File: config.mk
export PLATFORM = sky130hd
export DESIGN_NAME = c3n_queue
export DESIGN_NICKNAME = d
export VERILOG_FILES = /design/src/hw/rtl/c3n_pkg.sv /design/src/hw/rtl/c3n_queue.sv
export SDC_FILE = /design/constraint.sdc
export NUM_CORES = 1
export LEC_CHECK = 0
export ABC_AREA = 1
export BUFFER_PORTS_ARGS = -buffer_cell sky130_fd_sc_hd__buf_4
export CORE_MARGIN = 2
export CORE_UTILIZATION = 40
export DETAILED_ROUTE_END_ITERATION = 6
export HOLD_SLACK_MARGIN = 0.05
export PLACE_DENSITY = 0.74
export SETUP_SLACK_MARGIN = 0.15
export SLEW_MARGIN = 0
export SYNTH_ARGS = -nofsm -noshare
export SYNTH_HDL_FRONTEND = slang
export SYNTH_SLANG_ARGS = --single-unit
File: constraint.sdc
create_clock -name clk -period 11.9 [get_ports clk]
set_input_delay 0.595 -clock clk [delete_from_list [all_inputs] [get_ports clk]]
set_output_delay 0.595 -clock clk [all_outputs]
set_load 0.005 [all_outputs]
File: src/hw/rtl/c3n_pkg.sv
`timescale 1ns / 1ps

package c3n_pkg;

    localparam int MAX_WIDTH  = 1024;
    localparam int MAX_HEIGHT = 4096;
    localparam int MIN_DIM    = 3;
    localparam int WIN_DIM    = 3;

    localparam int COL_W = $clog2(MAX_WIDTH);
    localparam int ROW_W = $clog2(MAX_HEIGHT);
    localparam int WID_W = COL_W + 1;
    localparam int HGT_W = ROW_W + 1;

    localparam int CH_W   = 8;
    localparam int NUM_CH = 3;
    localparam int PIX_W  = CH_W * NUM_CH;
    localparam int TAPS   = WIN_DIM * WIN_DIM;
    localparam int TAP_W  = $clog2(TAPS);

    localparam int PROD_W = 2 * CH_W + 1;
    localparam int ACC_W  = 20;
    localparam int DIV_W  = 12;
    localparam int REM_W  = ACC_W - 1;
    localparam int Q_W    = CH_W;
    localparam int STEP_W = $clog2(Q_W);

    localparam int QDEPTH = 2;
    localparam int QPTR_W = $clog2(QDEPTH);
    localparam int QCNT_W = $clog2(QDEPTH + 1);

    localparam int CFG_IDX_W  = 3;
    localparam int CFG_DATA_W = 24;
    localparam int KROW_W     = CH_W * WIN_DIM;

    localparam logic [WID_W-1:0]  WIDTH_RST  = WID_W'(640);
    localparam logic [HGT_W-1:0]  HEIGHT_RST = HGT_W'(480);
    localparam logic [KROW_W-1:0] KTOP_RST   = KROW_W'(24'h010201);
    localparam logic [KROW_W-1:0] KMID_RST   = KROW_W'(24'h020402);
    localparam logic [KROW_W-1:0] KBOT_RST   = KROW_W'(24'h010201);

    typedef enum logic [CFG_IDX_W-1:0] {
        REG_WIDTH  = 3'd0,
        REG_HEIGHT = 3'd1,
        REG_KTOP   = 3'd2,
        REG_KMID   = 3'd3,
        REG_KBOT   = 3'd4
    } cfg_reg_t;

    typedef logic [PIX_W-1:0] rgb_t;
    typedef logic signed [CH_W-1:0] coef_t;

    typedef struct packed {
        rgb_t [TAPS-1:0] win;
        logic            last;
    } job_t;

    typedef struct packed {
        logic [WID_W-1:0] width;
        logic [HGT_W-1:0] height;
        logic             restart;
    } geom_t;

    typedef struct packed {
        coef_t [TAPS-1:0]        coef;
        logic signed [DIV_W-1:0] divisor;
    } kern_t;

    typedef enum logic {
        F_IDLE,
        F_LOAD
    } front_state_t;

    typedef enum logic [2:0] {
        B_IDLE,
        B_MAC,
        B_SETUP,
        B_DIV,
        B_DONE
    } back_state_t;

endpackage

File: src/hw/rtl/c3n_queue.sv
`timescale 1ns / 1ps

module c3n_queue (
    input  logic          clk,
    input  logic          rst_n,
    input  logic          push,
    input  c3n_pkg::job_t push_data,
    output logic          full,
    input  logic          pop,
    output c3n_pkg::job_t pop_data,
    output logic          empty
);

    c3n_pkg::job_t                   entry_reg [c3n_pkg::QDEPTH];
    logic [c3n_pkg::QPTR_W-1:0]      wr_ptr_reg;
    logic [c3n_pkg::QPTR_W-1:0]      wr_ptr_next;
    logic [c3n_pkg::QPTR_W-1:0]      rd_ptr_reg;
    logic [c3n_pkg::QPTR_W-1:0]      rd_ptr_next;
    logic [c3n_pkg::QCNT_W-1:0]      cnt_reg;
    logic [c3n_pkg::QCNT_W-1:0]      cnt_next;

    assign full     = (cnt_reg == c3n_pkg::QCNT_W'(c3n_pkg::QDEPTH));
    assign empty    = (cnt_reg == '0);
    assign pop_data = entry_reg[rd_ptr_reg];

    always_comb
    begin
        wr_ptr_next = wr_ptr_reg;
        rd_ptr_next = rd_ptr_reg;
        cnt_next    = cnt_reg;
        if (push)
        begin
            wr_ptr_next = (wr_ptr_reg == c3n_pkg::QPTR_W'(c3n_pkg::QDEPTH - 1))
                        ? '0 : wr_ptr_reg + 1'b1;
        end
        if (pop)
        begin
            rd_ptr_next = (rd_ptr_reg == c3n_pkg::QPTR_W'(c3n_pkg::QDEPTH - 1))
                        ? '0 : rd_ptr_reg + 1'b1;
        end
        if (push && !pop)
        begin
            cnt_next = cnt_reg + 1'b1;
        end
        else if (pop && !push)
        begin
            cnt_next = cnt_reg - 1'b1;
        end
    end

    always_ff @(posedge clk or negedge rst_n)
    begin
        if (!rst_n)
        begin
            wr_ptr_reg <= '0;
            rd_ptr_reg <= '0;
            cnt_reg    <= '0;
        end
        else
        begin
            wr_ptr_reg <= wr_ptr_next;
            rd_ptr_reg <= rd_ptr_next;
            cnt_reg    <= cnt_next;
        end
    end

    always_ff @(posedge clk)
    begin
        if (push)
        begin
            entry_reg[wr_ptr_reg] <= push_data;
        end
    end

endmodule

==> flow_metrics.env, run 1 <==
export IMPL_design_area_um2=21400
export IMPL_drtAntennaViolNets=0
export IMPL_largest_reg_flops=434
export IMPL_die_w_um=206
export IMPL_p_leak_nw=8.27
export IMPL_grt_max_degree=80
export IMPL_clock_skew_ns=0.0148
export IMPL_nets=1391
export IMPL_fmax_ghz=0.230
export IMPL_rows=73
export IMPL_swShare=0.259
export IMPL_grtUsageMet2=0.263
export IMPL_clkSlewWorstSetupHoldPaths_ns=0.06
export IMPL_via_per_inst=4.72
export IMPL_yosys_cell_types_count=16
export IMPL_ys_warn_count=0
export IMPL_fin_util=0.535
export IMPL_hold_class="in2reg"
export IMPL_start_kind="flop"
export IMPL_netlist_area_leader_share=0.800
export IMPL_critical_path_class="reg2out"
export IMPL_yosys_top_cells_area="edfxtp_1, mux2_4, mux2_2"
export IMPL_die_y_um=206
export IMPL_ys_seq_area_frac=0.806
export IMPL_post_cts_buffers=0
export IMPL_drv_cap=0
export IMPL_rsz0062_at_grt="no"
export IMPL_grt_pass1_wl_mm=49.4
export IMPL_cts_max_level=2
export IMPL_crit_slowest_cell="buf_4"
export IMPL_cts_tree="yes"
export IMPL_synthesis_nets=922
export IMPL_place_gp_congestion=0.913
export IMPL_power_w=0.00489
export IMPL_cp_data_required_time_ns=11.31
export IMPL_vias=8157
export IMPL_internal_power_w=0.00362
export IMPL_synth_cell_area_um2=16300
export IMPL_busiest_layer="met2"
export IMPL_syn_inst=700
export IMPL_comb_power_share=0.304
export IMPL_tns_ns=0
export IMPL_drive_above_1_share=0.603
export IMPL_drtIter0Drc=382
export IMPL_cts_buffer_depth=3
export IMPL_fin_crit_ns=4.36
export IMPL_worstPathCellList="buf_4, buf_4, mux2_2, buf_4"
export IMPL_final_hold_viol_count=0
export IMPL_path_common_cell="buf_4"
export IMPL_worst_pin_slew_ns=1.08
export IMPL_use_met3=0.0668
export IMPL_initial_core_util=0.407
export IMPL_p_per_area_nw_per_um2=229
export IMPL_setup_violations=0
export IMPL_grt_total_usage=0.156
export IMPL_gr_usage_met1=0.184
export IMPL_hold_slack_ns=0.226
export IMPL_cts_made_buffers=43
export IMPL_grt_remaining_overflow=0
export IMPL_status="completed"
export IMPL_seqPwrFrac=0.440
export IMPL_finalCritPeriodShare=0.366
export IMPL_path_max_fanout=60
export IMPL_drt_wl_total_mm=34.6
export IMPL_fp_coreArea_um2=40000
export IMPL_max_stage_delay_ns=0.92
export IMPL_cp_end_kind="output port"
export IMPL_hpwl_mm=24.0
export IMPL_clk_latency_ns=0.55
export IMPL_switchingPower_w=0.00127
export IMPL_ir_drop_mv=0.192
export IMPL_port_buffers=439
export IMPL_drcViolationCount=0
export IMPL_wire_per_inst_um=20.0
export IMPL_io_pins=440
export IMPL_max_slew_margin_rel=0.280
export IMPL_avgSynthCellArea_um2=23.3
export IMPL_die_area_um2=42400
export IMPL_clockRootBuffer="clkbuf_16"
export IMPL_slew_violations=0
export IMPL_drt_first_pass_iters=4
export IMPL_p_clk_frac=0.256
export IMPL_synth_largest_area_cell="edfxtp_1"
export IMPL_place_area_um2=20100
export IMPL_first_global_vias=8404
export IMPL_arrival_ns=3.76
export IMPL_ys_ff_latch=438
export IMPL_antenna_found_initial=3
export IMPL_clock_sinks=438
export IMPL_syn_to_final_growth_pct=31.3
## cells in the mapped netlist
| master | instances |
|---|---|
| buf_6 | 2 |
| buf_8 | 10 |
| nand3_1 | 1 |
| inv_1 | 7 |
| edfxtp_1 | 434 |
| nand2_1 | 5 |
| nand4_1 | 1 |
| buf_4 | 2 |
| buf_2 | 10 |
| mux2_4 | 100 |
| xor2_1 | 2 |
| mux2_2 | 117 |
| nor2_1 | 3 |
| dfrtp_1 | 4 |
| xnor2_1 | 1 |
| ha_1 | 1 |
## stage by stage
stage / setup WS, ns / instances
final: 7.54 / 1727
after CTS: 7.50 / 1726
after detailed placement: 8.10 / 1648
after global routing: 7.34 / 1726
after floorplan: 1.39 / 700
after global placement: 8.17 / 1648
## power groups by stage
stage	sequential, W	combinational, W	clock, W
final	0.00215	0.00149	0.00125
after floorplan	0.00221	0.000867	0
after CTS	0.00216	0.00151	0.00129
after global placement	0.00218	0.00149	0
after global routing	0.00218	0.00160	0.00135
after detailed placement	0.00219	0.00151	0
## path summary, 6_finish.rpt
check                               from                end  slack [ns]  cells after the start
min                        push_data[33]   entry_reg[1][33]        0.23                      1
max in group asynchronous          rst_n         rd_ptr_reg       11.36                      2
max                           rd_ptr_reg        pop_data[9]        7.54                      4
max reg2reg                   wr_ptr_reg  entry_reg[0][112]        9.17                      3
min in group asynchronous          rst_n         cnt_reg[1]        0.41                      2
min reg2reg                   cnt_reg[1]         cnt_reg[1]        0.52                      2
## routing by layer
layer / vias to the layer above / wire [um] / share of wire
li1: 3725 / - / -
met2: 347 / 17100 / 0.50
met4: 4 / 698 / 0.020
met3: 57 / 3680 / 0.11
met5: - / 26 / 0.00075
met1: 4024 / 13000 / 0.38
## cells by family (layout without fill, tap and decap cells)
logic type / count (synthesis) / after routing / share of synthesized area
XOR/XNOR: 3 / 3 / 0.00161
adder cells (fa/ha/maj): 1 / 1 / 0.000768
buffers and inverters: 31 / 532 / 0.0162
flip-flops: 438 / 438 / 0.806
multiplexers: 217 / 217 / 0.173
other: 0 / 1 / 0
AND/OR/NAND/NOR: 10 / 10 / 0.00253
## cells in the final DEF, fill, tap and decap left out, types with 3 or more instances in the layout
cell type,instances
clkinv_2,8
clkbuf_1,10
mux2_2,117
inv_1,6
dfrtp_1,3
nand2_1,5
clkbuf_16,43
mux2_4,100
edfxtp_1,434
clkinv_1,10
buf_4,447
## critical path, delay by kind of cell, from the launching register on
kind	cells	cell delay, ns
DFF	1	0.77
buffers and inverters	3	1.87
muxes	1	0.43
## what timing repair did
action	in CTS	in global routing
hold endpoints to repair	4	0
resized for setup	0	0
hold buffers	1	0
## final cells by class
type                       count  area, um2
clock inverter                22        155
antenna                        1       2.50
tap                          525        657
inverter                       7       33.8
multi-input combinational    231       2910
clock buffer                  55       1140
fill                        3155      18600
timing repair buffer         448       3370
sequential                   438      13100
(Power assumes the default switching activity.)
==> inputs of run 2 (changes only) <==
Settings changed: PLACE_DENSITY 0.74 to 0.76.
Clock period 11.9 ns to 3.9 ns, I/O delays scaled along.
==> run 2 against run 1 <==
Worst hold slack improved by 0.13 ns. Utilization rose by 5.9 points. Design area rose by 11%. Non-clock buffer count rose by 223. Highest routed layer is now met4. Largest cell class unchanged.
==> flow_metrics.env, run 2 (same netlist as run 1, synthesis figures left out) <==
export IMPL_place_area_um2=20200
export IMPL_fin_crit_ns=2.74
export IMPL_swShare=0.267
export IMPL_design_area_um2=23800
export IMPL_place_ws_ns=1.75
export IMPL_worstPathCellList="buf_12, mux2_2, buf_4"
export IMPL_die_w_um=206
export IMPL_r2r_slack_ns=1.87
export IMPL_whs_path_depth=2
export IMPL_cts_max_level=2
export IMPL_grt_pass1_wl_mm=55.9
export IMPL_status="completed"
export IMPL_io_pins=440
export IMPL_cts_made_buffers=43
export IMPL_use_met3=0.0600
export IMPL_nets=1614
export IMPL_gr_usage_met1=0.195
export IMPL_cp_end_kind="output port"
export IMPL_drive_above_1_share=0.514
export IMPL_clockRootBuffer="clkbuf_16"
export IMPL_grt_max_degree=105
export IMPL_slew_violations=0
export IMPL_seqPwrFrac=0.426
export IMPL_cp_data_required_time_ns=3.70
export IMPL_largest_reg_flops=434
export IMPL_rows=73
export IMPL_fin_util=0.594
export IMPL_min_to="entry_reg[0][63]"
export IMPL_max_slew_margin_rel=0.521
export IMPL_setup_ws_ns=1.16
export IMPL_finalCritPeriodShare=0.702
export IMPL_layout_common_cells="buf_4, edfxtp_1, dlygate4sd3_1"
export IMPL_grt_total_usage=0.176
export IMPL_clock_skew_ns=0.0159
export IMPL_via_per_inst=4.69
export IMPL_p_clk_frac=0.255
export IMPL_min_from="push_data[63]"
export IMPL_cts_tree="yes"
export IMPL_port_buffers=439
export IMPL_drcViolationCount=0
export IMPL_fp_coreArea_um2=40000
export IMPL_fmax_ghz=0.365
export IMPL_syn_to_final_growth_pct=45.8
export IMPL_initial_core_util=0.407
export IMPL_final_hold_viol_count=0
export IMPL_start_kind="flop"
export IMPL_drtAntennaViolNets=0
export IMPL_drtIter0Drc=464
export IMPL_hpwl_mm=23.4
export IMPL_timing_rr_start="wr_ptr_reg"
export IMPL_critPathBufInv=2
export IMPL_crit_slowest_cell="dfrtp_4"
export IMPL_placed_cells=1651
export IMPL_p_leak_nw=9.24
export IMPL_clkSlewWorstSetupHoldPaths_ns=0.06
export IMPL_comb_power_share=0.319
export IMPL_ir_drop_mv=0.533
export IMPL_switchingPower_w=0.00411
export IMPL_hold_class="in2reg"
export IMPL_place_gp_congestion=0.766
export IMPL_internal_power_w=0.0113
export IMPL_reg2reg_to="entry_reg[1][90]"
export IMPL_rsz0062_at_grt="no"
export IMPL_max_stage_delay_ns=0.88
export IMPL_drt_wl_total_mm=38.5
export IMPL_final_cells=1955
export IMPL_setup_violations=0
export IMPL_grt_remaining_overflow=0
export IMPL_antenna_found_initial=4
export IMPL_vias=9165
export IMPL_first_global_vias=10000
export IMPL_wire_per_inst_um=19.7
export IMPL_critical_path_class="reg2out"
export IMPL_reg2regPathDepth=3
export IMPL_p_per_area_nw_per_um2=648
export IMPL_worst_pin_slew_ns=0.719
export IMPL_clk_latency_ns=0.56
export IMPL_path_max_fanout=55
export IMPL_arrival_ns=2.54
export IMPL_cp_top_family="flip-flops"
export IMPL_die_area_um2=42400
export IMPL_cts_buffer_depth=3
export IMPL_mostFrequentLayoutCell="buf_4"
export IMPL_die_y_um=206
export IMPL_clock_sinks=438
export IMPL_drt_first_pass_iters=4
export IMPL_grtUsageMet2=0.310
export IMPL_busiest_layer="met2"
export IMPL_drv_cap=0
==> run 2: worst max path at each step <==
| stage | depth (start not counted) | end | slack (ns) | startpoint |
|---|---|---|---|---|
| 3_5_place_dp | 3 | pop_data[175] | 1.75 | rd_ptr_reg |
| 3_3_place_gp | 3 | pop_data[175] | 1.81 | rd_ptr_reg |
| 6_report | 3 | pop_data[175] | 1.16 | rd_ptr_reg |
| 4_1_cts | 3 | pop_data[175] | 1.14 | rd_ptr_reg |
| 5_1_grt | 3 | pop_data[175] | 1.06 | rd_ptr_reg |
| 2_1_floorplan | 2 | entry_reg[1][0] | -0.22 | wr_ptr_reg |
==> run 2: power groups by stage <==
stage / logic [W] / registers, W / clock network (W)
after global routing: 0.00523 / 0.00665 / 0.00421
after detailed placement: 0.00474 / 0.00666 / 0
after floorplan: 0.00265 / 0.00659 / 0
after global placement: 0.00470 / 0.00660 / 0
after CTS: 0.00495 / 0.00657 / 0.00401
final: 0.00491 / 0.00657 / 0.00392
==> run 2: through the flow <==
stage	power [W]	hold slack, ns	TNS, ns
floorplan	0.00924	-0.101	-84.46
global placement	0.0113	-0.00154	0
detailed placement	0.0114	-0.000353	0
CTS	0.0155	0.328	0
global route	0.0161	0.330	0
finish	0.0154	0.360	0
==> run 2: cell type report <==
cell class,count,area [um2]
well taps,525,657
clock buffers,50,1140
fillers,2798,16200
repair buffers,671,5690
clock inverters,28,183
flip-flops and latches,438,13100
diodes,5,12.5
multi-input cells,231,2910
inverters,7,30.0
==> run 2: per-layer routing <==
| metal | part of all wire | up-vias |
|---|---|---|
| met5 | 0 | - |
| met4 | 0.031 | 0 |
| met3 | 0.087 | 79 |
| met2 | 0.52 | 397 |
| met1 | 0.37 | 4522 |
| li1 | - | 4167 |
==> run 2: repair_timing <==
item                      in CTS  in global routing
buffers inserted               0                  0
resized for setup              0                  0
hold endpoints to repair     441                  0
hold buffers                 221                  0
