==> src/hw/rtl/c3n_pkg.sv <==
`timescale 1ns / 1ps

package c3n_pkg;

    localparam int MAX_WIDTH  = 1024;
    localparam int MAX_HEIGHT = 4096;
    localparam int MIN_DIM    = 3;
    localparam int WIN_DIM    = 3;

    localparam int COL_W = $clog2(MAX_WIDTH);
    localparam int ROW_W = $clog2(MAX_HEIGHT);
    localparam int WID_W = COL_W + 1;
    localparam int HGT_W = ROW_W + 1;

    localparam int CH_W   = 8;
    localparam int NUM_CH = 3;
    localparam int PIX_W  = CH_W * NUM_CH;
    localparam int TAPS   = WIN_DIM * WIN_DIM;
    localparam int TAP_W  = $clog2(TAPS);

    localparam int PROD_W = 2 * CH_W + 1;
    localparam int ACC_W  = 20;
    localparam int DIV_W  = 12;
    localparam int REM_W  = ACC_W - 1;
    localparam int Q_W    = CH_W;
    localparam int STEP_W = $clog2(Q_W);

    localparam int QDEPTH = 2;
    localparam int QPTR_W = $clog2(QDEPTH);
    localparam int QCNT_W = $clog2(QDEPTH + 1);

    localparam int CFG_IDX_W  = 3;
    localparam int CFG_DATA_W = 24;
    localparam int KROW_W     = CH_W * WIN_DIM;

    localparam logic [WID_W-1:0]  WIDTH_RST  = WID_W'(640);
    localparam logic [HGT_W-1:0]  HEIGHT_RST = HGT_W'(480);
    localparam logic [KROW_W-1:0] KTOP_RST   = KROW_W'(24'h010201);
    localparam logic [KROW_W-1:0] KMID_RST   = KROW_W'(24'h020402);
    localparam logic [KROW_W-1:0] KBOT_RST   = KROW_W'(24'h010201);

    typedef enum logic [CFG_IDX_W-1:0] {
        REG_WIDTH  = 3'd0,
        REG_HEIGHT = 3'd1,
        REG_KTOP   = 3'd2,
        REG_KMID   = 3'd3,
        REG_KBOT   = 3'd4
    } cfg_reg_t;

    typedef logic [PIX_W-1:0] rgb_t;
    typedef logic signed [CH_W-1:0] coef_t;

    typedef struct packed {
        rgb_t [TAPS-1:0] win;
        logic            last;
    } job_t;

    typedef struct packed {
        logic [WID_W-1:0] width;
        logic [HGT_W-1:0] height;
        logic             restart;
    } geom_t;

    typedef struct packed {
        coef_t [TAPS-1:0]        coef;
        logic signed [DIV_W-1:0] divisor;
    } kern_t;

    typedef enum logic {
        F_IDLE,
        F_LOAD
    } front_state_t;

    typedef enum logic [2:0] {
        B_IDLE,
        B_MAC,
        B_SETUP,
        B_DIV,
        B_DONE
    } back_state_t;

endpackage

==> src/hw/rtl/c3n_if.sv <==


interface c3n_res_if;
    logic                      valid;
    logic                      ready;
    logic [c3n_pkg::CH_W-1:0]  out_red;
    logic [c3n_pkg::CH_W-1:0]  out_green;
    logic [c3n_pkg::CH_W-1:0]  out_blue;
    logic                      frame_last;

    modport source (output valid, out_red, out_green, out_blue, frame_last, input ready);
    modport sink   (input valid, out_red, out_green, out_blue, frame_last, output ready);
endinterface


==> src/hw/rtl/c3n_back.sv <==
`timescale 1ns / 1ps

module c3n_back (
    input  logic           clk,
    input  logic           rst_n,
    input  logic           q_empty,
    output logic           q_pop,
    input  c3n_pkg::job_t  q_data,
    input  c3n_pkg::kern_t kern,
    c3n_res_if.source      result_out
);

    c3n_pkg::back_state_t              state_reg;
    c3n_pkg::back_state_t              state_next;
    c3n_pkg::job_t                     job_reg;
    c3n_pkg::job_t                     job_next;
    logic [c3n_pkg::TAP_W-1:0]         tap_reg;
    logic [c3n_pkg::TAP_W-1:0]         tap_next;
    logic [c3n_pkg::STEP_W-1:0]        step_reg;
    logic [c3n_pkg::STEP_W-1:0]        step_next;
    logic [c3n_pkg::DIV_W-2:0]         dabs_reg;
    logic [c3n_pkg::DIV_W-2:0]         dabs_next;
    logic                              dneg_reg;
    logic                              dneg_next;
    logic [c3n_pkg::REM_W-1:0]         dsh_reg;
    logic [c3n_pkg::REM_W-1:0]         dsh_next;
    logic signed [c3n_pkg::ACC_W-1:0]  acc_reg  [c3n_pkg::NUM_CH];
    logic signed [c3n_pkg::ACC_W-1:0]  acc_next [c3n_pkg::NUM_CH];
    logic [c3n_pkg::REM_W-1:0]         rem_reg  [c3n_pkg::NUM_CH];
    logic [c3n_pkg::REM_W-1:0]         rem_next [c3n_pkg::NUM_CH];
    logic [c3n_pkg::Q_W-1:0]           q_reg    [c3n_pkg::NUM_CH];
    logic [c3n_pkg::Q_W-1:0]           q_next   [c3n_pkg::NUM_CH];
    logic [c3n_pkg::NUM_CH-1:0]        sat_reg;
    logic [c3n_pkg::NUM_CH-1:0]        sat_next;
    logic                              out_valid_reg;
    logic                              out_valid_next;
    c3n_pkg::rgb_t                     out_pix_reg;
    c3n_pkg::rgb_t                     out_pix_next;
    logic                              out_last_reg;
    logic                              out_last_next;

    logic signed [c3n_pkg::PROD_W-1:0] prod [c3n_pkg::NUM_CH];
    logic [c3n_pkg::REM_W-1:0]         mag  [c3n_pkg::NUM_CH];
    logic [c3n_pkg::NUM_CH-1:0]        same_sign;
    logic [c3n_pkg::REM_W-1:0]         dlim;

    assign result_out.valid      = out_valid_reg;
    assign result_out.out_red    = out_pix_reg[0 +: c3n_pkg::CH_W];
    assign result_out.out_green  = out_pix_reg[c3n_pkg::CH_W +: c3n_pkg::CH_W];
    assign result_out.out_blue   = out_pix_reg[2 * c3n_pkg::CH_W +: c3n_pkg::CH_W];
    assign result_out.frame_last = out_last_reg;

    assign dlim = c3n_pkg::REM_W'(dabs_reg) << c3n_pkg::Q_W;

    always_comb
    begin
        for (int c = 0; c < c3n_pkg::NUM_CH; c++)
        begin
            prod[c] = $signed({1'b0, job_reg.win[tap_reg][c * c3n_pkg::CH_W +: c3n_pkg::CH_W]})
                    * $signed(kern.coef[tap_reg]);
            mag[c] = acc_reg[c][c3n_pkg::ACC_W-1] ? c3n_pkg::REM_W'(-acc_reg[c])
                                                  : c3n_pkg::REM_W'(acc_reg[c]);
            same_sign[c] = (acc_reg[c][c3n_pkg::ACC_W-1] == dneg_reg);
        end
    end

    always_comb
    begin
        state_next     = state_reg;
        job_next       = job_reg;
        tap_next       = tap_reg;
        step_next      = step_reg;
        dabs_next      = dabs_reg;
        dneg_next      = dneg_reg;
        dsh_next       = dsh_reg;
        acc_next       = acc_reg;
        rem_next       = rem_reg;
        q_next         = q_reg;
        sat_next       = sat_reg;
        out_valid_next = out_valid_reg && !result_out.ready;
        out_pix_next   = out_pix_reg;
        out_last_next  = out_last_reg;
        q_pop          = 1'b0;
        unique case (state_reg)
            c3n_pkg::B_IDLE:
            begin
                if (!q_empty)
                begin
                    q_pop     = 1'b1;
                    job_next  = q_data;
                    tap_next  = '0;
                    dneg_next = kern.divisor[c3n_pkg::DIV_W-1];
                    dabs_next = kern.divisor[c3n_pkg::DIV_W-1]
                              ? (c3n_pkg::DIV_W-1)'(-kern.divisor)
                              : (c3n_pkg::DIV_W-1)'(kern.divisor);
                    for (int c = 0; c < c3n_pkg::NUM_CH; c++)
                    begin
                        acc_next[c] = '0;
                    end
                    state_next = c3n_pkg::B_MAC;
                end
            end
            c3n_pkg::B_MAC:
            begin
                for (int c = 0; c < c3n_pkg::NUM_CH; c++)
                begin
                    acc_next[c] = acc_reg[c] + c3n_pkg::ACC_W'(prod[c]);
                end
                tap_next = tap_reg + 1'b1;
                if (tap_reg == c3n_pkg::TAP_W'(c3n_pkg::TAPS - 1))
                begin
                    state_next = c3n_pkg::B_SETUP;
                end
            end
            c3n_pkg::B_SETUP:
            begin
                // opposite signs clamp the result to zero
                for (int c = 0; c < c3n_pkg::NUM_CH; c++)
                begin
                    rem_next[c] = same_sign[c] ? mag[c] : '0;
                    sat_next[c] = same_sign[c] && (mag[c] >= dlim);
                    q_next[c]   = '0;
                end
                dsh_next   = c3n_pkg::REM_W'(dabs_reg) << (c3n_pkg::Q_W - 1);
                step_next  = '0;
                state_next = c3n_pkg::B_DIV;
            end
            c3n_pkg::B_DIV:
            begin
                for (int c = 0; c < c3n_pkg::NUM_CH; c++)
                begin
                    if (rem_reg[c] >= dsh_reg)
                    begin
                        rem_next[c] = rem_reg[c] - dsh_reg;
                        q_next[c]   = {q_reg[c][c3n_pkg::Q_W-2:0], 1'b1};
                    end
                    else
                    begin
                        q_next[c] = {q_reg[c][c3n_pkg::Q_W-2:0], 1'b0};
                    end
                end
                dsh_next  = dsh_reg >> 1;
                step_next = step_reg + 1'b1;
                if (step_reg == c3n_pkg::STEP_W'(c3n_pkg::Q_W - 1))
                begin
                    state_next = c3n_pkg::B_DONE;
                end
            end
            c3n_pkg::B_DONE:
            begin
                if (!out_valid_reg || result_out.ready)
                begin
                    out_valid_next = 1'b1;
                    out_last_next  = job_reg.last;
                    for (int c = 0; c < c3n_pkg::NUM_CH; c++)
                    begin
                        out_pix_next[c * c3n_pkg::CH_W +: c3n_pkg::CH_W] =
                            sat_reg[c] ? '1 : q_reg[c];
                    end
                    state_next = c3n_pkg::B_IDLE;
                end
            end
            default:
            begin
                state_next = c3n_pkg::B_IDLE;
            end
        endcase
    end

    always_ff @(posedge clk or negedge rst_n)
    begin
        if (!rst_n)
        begin
            state_reg     <= c3n_pkg::B_IDLE;
            out_valid_reg <= 1'b0;
        end
        else
        begin
            state_reg     <= state_next;
            out_valid_reg <= out_valid_next;
        end
    end

    always_ff @(posedge clk)
    begin
        job_reg      <= job_next;
        tap_reg      <= tap_next;
        step_reg     <= step_next;
        dabs_reg     <= dabs_next;
        dneg_reg     <= dneg_next;
        dsh_reg      <= dsh_next;
        acc_reg      <= acc_next;
        rem_reg      <= rem_next;
        q_reg        <= q_next;
        sat_reg      <= sat_next;
        out_pix_reg  <= out_pix_next;
        out_last_reg <= out_last_next;
    end

endmodule
==> src/flat_wrapper.sv <==
// flat-port wrapper written by rule: the top's interface ports become plain ports
module c3n_back_flat 
  (clk, rst_n, q_empty, q_pop, q_data, kern, result_out_valid, result_out_out_red, result_out_out_green, result_out_out_blue, result_out_frame_last, result_out_ready);
  c3n_res_if result_out_i ();
  input  logic clk;
  input  logic rst_n;
  input  logic q_empty;
  output logic q_pop;
  input  c3n_pkg::job_t q_data;
  input  c3n_pkg::kern_t kern;
  output wire logic [$bits(result_out_i.valid)-1:0] result_out_valid;
  output wire logic [$bits(result_out_i.out_red)-1:0] result_out_out_red;
  output wire logic [$bits(result_out_i.out_green)-1:0] result_out_out_green;
  output wire logic [$bits(result_out_i.out_blue)-1:0] result_out_out_blue;
  output wire logic [$bits(result_out_i.frame_last)-1:0] result_out_frame_last;
  input wire logic [$bits(result_out_i.ready)-1:0] result_out_ready;
  assign result_out_valid = result_out_i.valid;
  assign result_out_out_red = result_out_i.out_red;
  assign result_out_out_green = result_out_i.out_green;
  assign result_out_out_blue = result_out_i.out_blue;
  assign result_out_frame_last = result_out_i.frame_last;
  assign result_out_i.ready = result_out_ready;
  c3n_back u_core (.clk(clk), .rst_n(rst_n), .q_empty(q_empty), .q_pop(q_pop), .q_data(q_data), .kern(kern), .result_out(result_out_i));
endmodule
==> config.mk <==
export PLATFORM = sky130hd
export DESIGN_NAME = c3n_back_flat
export DESIGN_NICKNAME = d
export VERILOG_FILES = /design/src/hw/rtl/c3n_pkg.sv /design/src/hw/rtl/c3n_if.sv /design/src/hw/rtl/c3n_back.sv /design/src/flat_wrapper.sv
export SDC_FILE = /design/constraint.sdc
export NUM_CORES = 1
export LEC_CHECK = 0
export BUFFER_PORTS_ARGS = -buffer_cell sky130_fd_sc_hd__buf_2
export CAP_MARGIN = 20
export CORE_MARGIN = 4
export CORE_UTILIZATION = 50
export DETAILED_ROUTE_END_ITERATION = 16
export GPL_TIMING_DRIVEN = 1
export PLACE_DENSITY = 0.69
export RECOVER_POWER = 100
export SYNTH_ARGS = -nofsm -noshare
export SYNTH_HDL_FRONTEND = slang
export SYNTH_SLANG_ARGS = --single-unit
==> constraint.sdc <==
create_clock -name clk -period 33.7 [get_ports clk]
set_input_delay 3.37 -clock clk [delete_from_list [all_inputs] [get_ports clk]]
set_output_delay 3.37 -clock clk [all_outputs]
set_load 0.01 [all_outputs]
==> results by stage <==
Synthesis:
- The count of synthesis-stage warnings from yosys is 0.
- The most common flop cell mapped by yosys is sky130_fd_sc_hd__edfxtp_1.
- In this run, synthesis produced a sequential element count of 427.
- In this run, synthesis inferred 423 flip-flops with an integrated enable.
- The mean post-synth cell area is 11.5 um2.
- The proportion of synthesized chip area in sequential cells is 42.8%.
- The area of the mapped netlist is 0.0299 mm2.
- The gate count of the mapped netlist is 2599.
- The net count after synthesis is 3338.
- The count of cell types in the netlist is 69.
- The share of synthesized registers carrying an async set or reset is 0.937%.

CTS:
- TritonCTS built the clock tree.
- Once the clock tree was built, the setup fixing pass inserted 0 buffers.
- The number of clock buffers inserted by TritonCTS is 47.
- CTS saw 427 sinks.
- The clock edge transition at the registers on the reported setup and hold paths is 0.06 ns.
- The maximum buffer depth of the clock tree is 3.
- The tree is rooted in a sky130_fd_sc_hd__clkbuf_16.
- The count of H-tree levels built during CTS is 2.
- The latest clock arrival within the worst-skew pair is 0.58 ns.
- The count of hold-fix buffers inserted at cts is 0.
- The post-CTS resize count is 0.

Critical path:
- The critical path capture point type is a flop.
- The launch point of the worst reg-to-reg path is u_core.tap_reg[0].
- The critical path starts at u_core.tap_reg[0].
- The nature of the critical path startpoint is a flop.
- For this design, the slowest cell found on the critical path is sky130_fd_sc_hd__clkbuf_1.
- The delay of the slowest critical-path stage is 2.85 ns.
- The signal arrival time at the worst endpoint is 12.07 ns.
- Of all nets on the critical path, the largest fanout is 46.
- The critical path in this run is classified as reg -> reg.
- STA puts the critical path data required time at 33.93 ns.

Global route:
- The maximum number of pins on one net before global-route repair is 83.
- The via count of the first global-routing pass came to 21700.
- The initial antenna violation count was 17.
- The total global routing overflow is 0.
- The first-pass GRT wire length is 122000 um.
- Across every metal layer, demand over resource in global routing totals 24.6%.

Timing:
- The count of pins over their slew limit came to 588.
- The number of hold violations in the final report was 0.
- Based on the critical path, the design can be clocked at up to 84.5 MHz.
- The final clock period utilization by the worst path is 35.1%.
- The final critical delay including setup and external delays is 11.84 ns.
- The worst slew margin relative to its limit is -184%.
- The actual slew at the worst max-slew pin is 4.25 ns.
- The total of endpoints with negative setup slack in the final report is 0.
- Setup repair after global routing left no endpoint under its margin.
- The sum of negative setup slack is 0 ns.
- The post-route clock skew is 0.0186 ns.

Run:
- The max-capacitance violation count is 10.

Routing:
- Routed signal wires occupy layers up through met5.
- The number of iterations in the first detailed-routing pass is 5.
- The detailed-routed wire length on met2 is 39300 um.
- After detailed routing, the number of remaining DRC violations is 0.
- The remaining antenna violation count after routing is 0.
- After detailed routing, the number of vias per cell comes to 5.67.
- The detailed-route wire length is 78500 um.
- The met1 wire length is 30500 um.
- The routed wire length per instance is 21.0 um.
- The wire length on met3 is 5390 um.
- The detailed router finished its first iteration with 1551 violations.
- The number of vias in the routed layout is 21200.

Die:
- The starting utilization of the core area is 50.6%.
- From left edge to right edge, the die measures 253 um.
- Measured along the y axis, the die boundary spans 253 um.
- The row count is 89.
- The core footprint is 0.0591 mm2.
- Pin placement for this block handled 332 I/O pins.
- The floorplan step defined a die boundary enclosing 0.0638 mm2.

Outcome:
- The checks that failed: max-capacitance violations, max-slew violations.
- The flow ran to the end, but the final reports show violations.

Hold path:
- The min-delay analysis places its worst path in the category reg -> reg.
- In this run the most critical hold path is launched from u_core.job_reg[0].

Final layout:
- The area growth from synthesis to layout is 13.3%.
- In the final design database the tool counted 3667 nets.
- Of the cells placed in the final design, the portion with a size suffix greater than 1 is 16.5%.
- The register with the most flip-flops in the layout has 217 of them.

Place:
- The congestion estimate from routability-driven global placement came to 0.924.
- The number of port buffers is 331.
- The detailed-placement wirelength estimate is 60500 um.
## layout by cell type, fill, tap and decap left out, types with 23 or more instances in the layout
master                        n
sky130_fd_sc_hd__nor3_1      37
sky130_fd_sc_hd__o31ai_1     23
sky130_fd_sc_hd__o21ai_0    128
sky130_fd_sc_hd__a21oi_1     92
sky130_fd_sc_hd__inv_1      273
sky130_fd_sc_hd__fa_1       156
sky130_fd_sc_hd__xor2_1      54
sky130_fd_sc_hd__and3_1      34
sky130_fd_sc_hd__xnor2_1     90
sky130_fd_sc_hd__or2_2       42
sky130_fd_sc_hd__clkbuf_1    79
sky130_fd_sc_hd__nand2b_1    37
sky130_fd_sc_hd__mux2i_1     33
sky130_fd_sc_hd__ha_1       278
sky130_fd_sc_hd__buf_2      276
sky130_fd_sc_hd__nor2_1     243
sky130_fd_sc_hd__edfxtp_1   423
sky130_fd_sc_hd__clkbuf_16   49
sky130_fd_sc_hd__nand2_1    158
sky130_fd_sc_hd__o21a_1      28
sky130_fd_sc_hd__nor2b_1     35
sky130_fd_sc_hd__mux4_2      64
sky130_fd_sc_hd__nand3_1     41
## cells by family (layout without fill, tap and decap cells)
family          count (synthesis)  in the layout  synth area share (%)
compound gates                422            422                  8.95
xor+xnor                      144            144                  4.22
fa+ha+maj                     434            434                  22.1
buf+inv                       359            725                  4.56
flops                         427            427                  42.8
mux                            97             97                  5.92
other cells                     0              5                     0
simple gates                  716            716                  11.5
## metal layers
metal,vias up,track usage [%]
met1,10300,30.6
met4,8,8.65
met5,-,0
met3,160,4.61
met2,785,43.1
li1,9942,-
## critical path, delay by kind of cell (launching register included)
kind | cells | cell delay, ns
AND/OR/NAND/NOR | 2 | 0.49
XOR/XNOR | 1 | 0.16
multiplexers | 2 | 0.76
AO/OA/AOI/OAI | 7 | 1.82
flip-flops | 1 | 0.32
adder cells (fa/ha/maj) | 7 | 2.04
buffers and inverters | 7 | 5.81
## Yosys cell counts, types with 9 or more instances
library cell	n	area [um2]
sky130_fd_sc_hd__a211oi_1	17	128
sky130_fd_sc_hd__a21o_1	20	150
sky130_fd_sc_hd__a21oi_1	98	490
sky130_fd_sc_hd__a31oi_1	9	56.3
sky130_fd_sc_hd__and2_1	31	194
sky130_fd_sc_hd__and3_1	34	213
sky130_fd_sc_hd__buf_1	16	60.1
sky130_fd_sc_hd__buf_2	12	60.1
sky130_fd_sc_hd__clkbuf_1	56	210
sky130_fd_sc_hd__edfxtp_1	423	12700
sky130_fd_sc_hd__fa_1	156	3120
sky130_fd_sc_hd__ha_1	278	3480
sky130_fd_sc_hd__inv_1	273	1020
sky130_fd_sc_hd__mux2i_1	33	330
sky130_fd_sc_hd__mux4_2	64	1440
sky130_fd_sc_hd__nand2_1	159	597
sky130_fd_sc_hd__nand2b_1	37	231
sky130_fd_sc_hd__nand3_1	40	200
sky130_fd_sc_hd__nand4_1	14	87.6
sky130_fd_sc_hd__nor2_1	244	916
sky130_fd_sc_hd__nor2b_1	35	219
sky130_fd_sc_hd__nor3_1	37	185
sky130_fd_sc_hd__o21a_1	28	210
sky130_fd_sc_hd__o21ai_0	128	641
sky130_fd_sc_hd__o22ai_1	11	68.8
sky130_fd_sc_hd__o31ai_1	23	173
sky130_fd_sc_hd__or2_2	42	263
sky130_fd_sc_hd__or3_1	12	75.1
sky130_fd_sc_hd__or4_1	9	67.6
sky130_fd_sc_hd__xnor2_1	90	788
sky130_fd_sc_hd__xor2_1	54	473
## layout make-up
cell class / count / area [um2]
clock buffers: 55 / 1250
fillers: 4850 / 25200
flip-flops and latches: 427 / 12800
well taps: 773 / 967
inverters: 275 / 1030
diodes: 5 / 12.5
multi-input cells: 1813 / 15800
clock inverters: 31 / 277
repair buffers: 364 / 1770
## stage by stage
step                      util, %  hold WS [ns]  cell area [um2]  setup slack (ns)  cells
after floorplan                 -         0.400            29900              5.19   2599
after global placement       54.9         0.401            32500             23.97   3651
after detailed placement     54.9         0.420            32500             23.78   3651
after CTS                    57.5         0.435            34000             24.40   3737
after global routing         57.3         0.447            33900             20.49   3741
final                        57.3         0.433            33900             21.87   3743
## path summary, 6_finish.rpt
kind | end | slack [ns] | cells after the start
max in group asynchronous | u_core.result_out.valid | 30.90 | 1
worst max-delay path | u_core.acc_reg[58] | 21.87 | 26
min in group asynchronous | u_core.state_reg[2] | 2.61 | 1
worst max register to register | u_core.acc_reg[58] | 21.87 | 26
worst min register to register | u_core.result_out.frame_last | 0.43 | 0
worst min-delay path | u_core.result_out.frame_last | 0.43 | 0
Power is left out: the tool's default activity adds up to more than one toggle a clock period on the data nets, which glitch-free logic cannot reach.
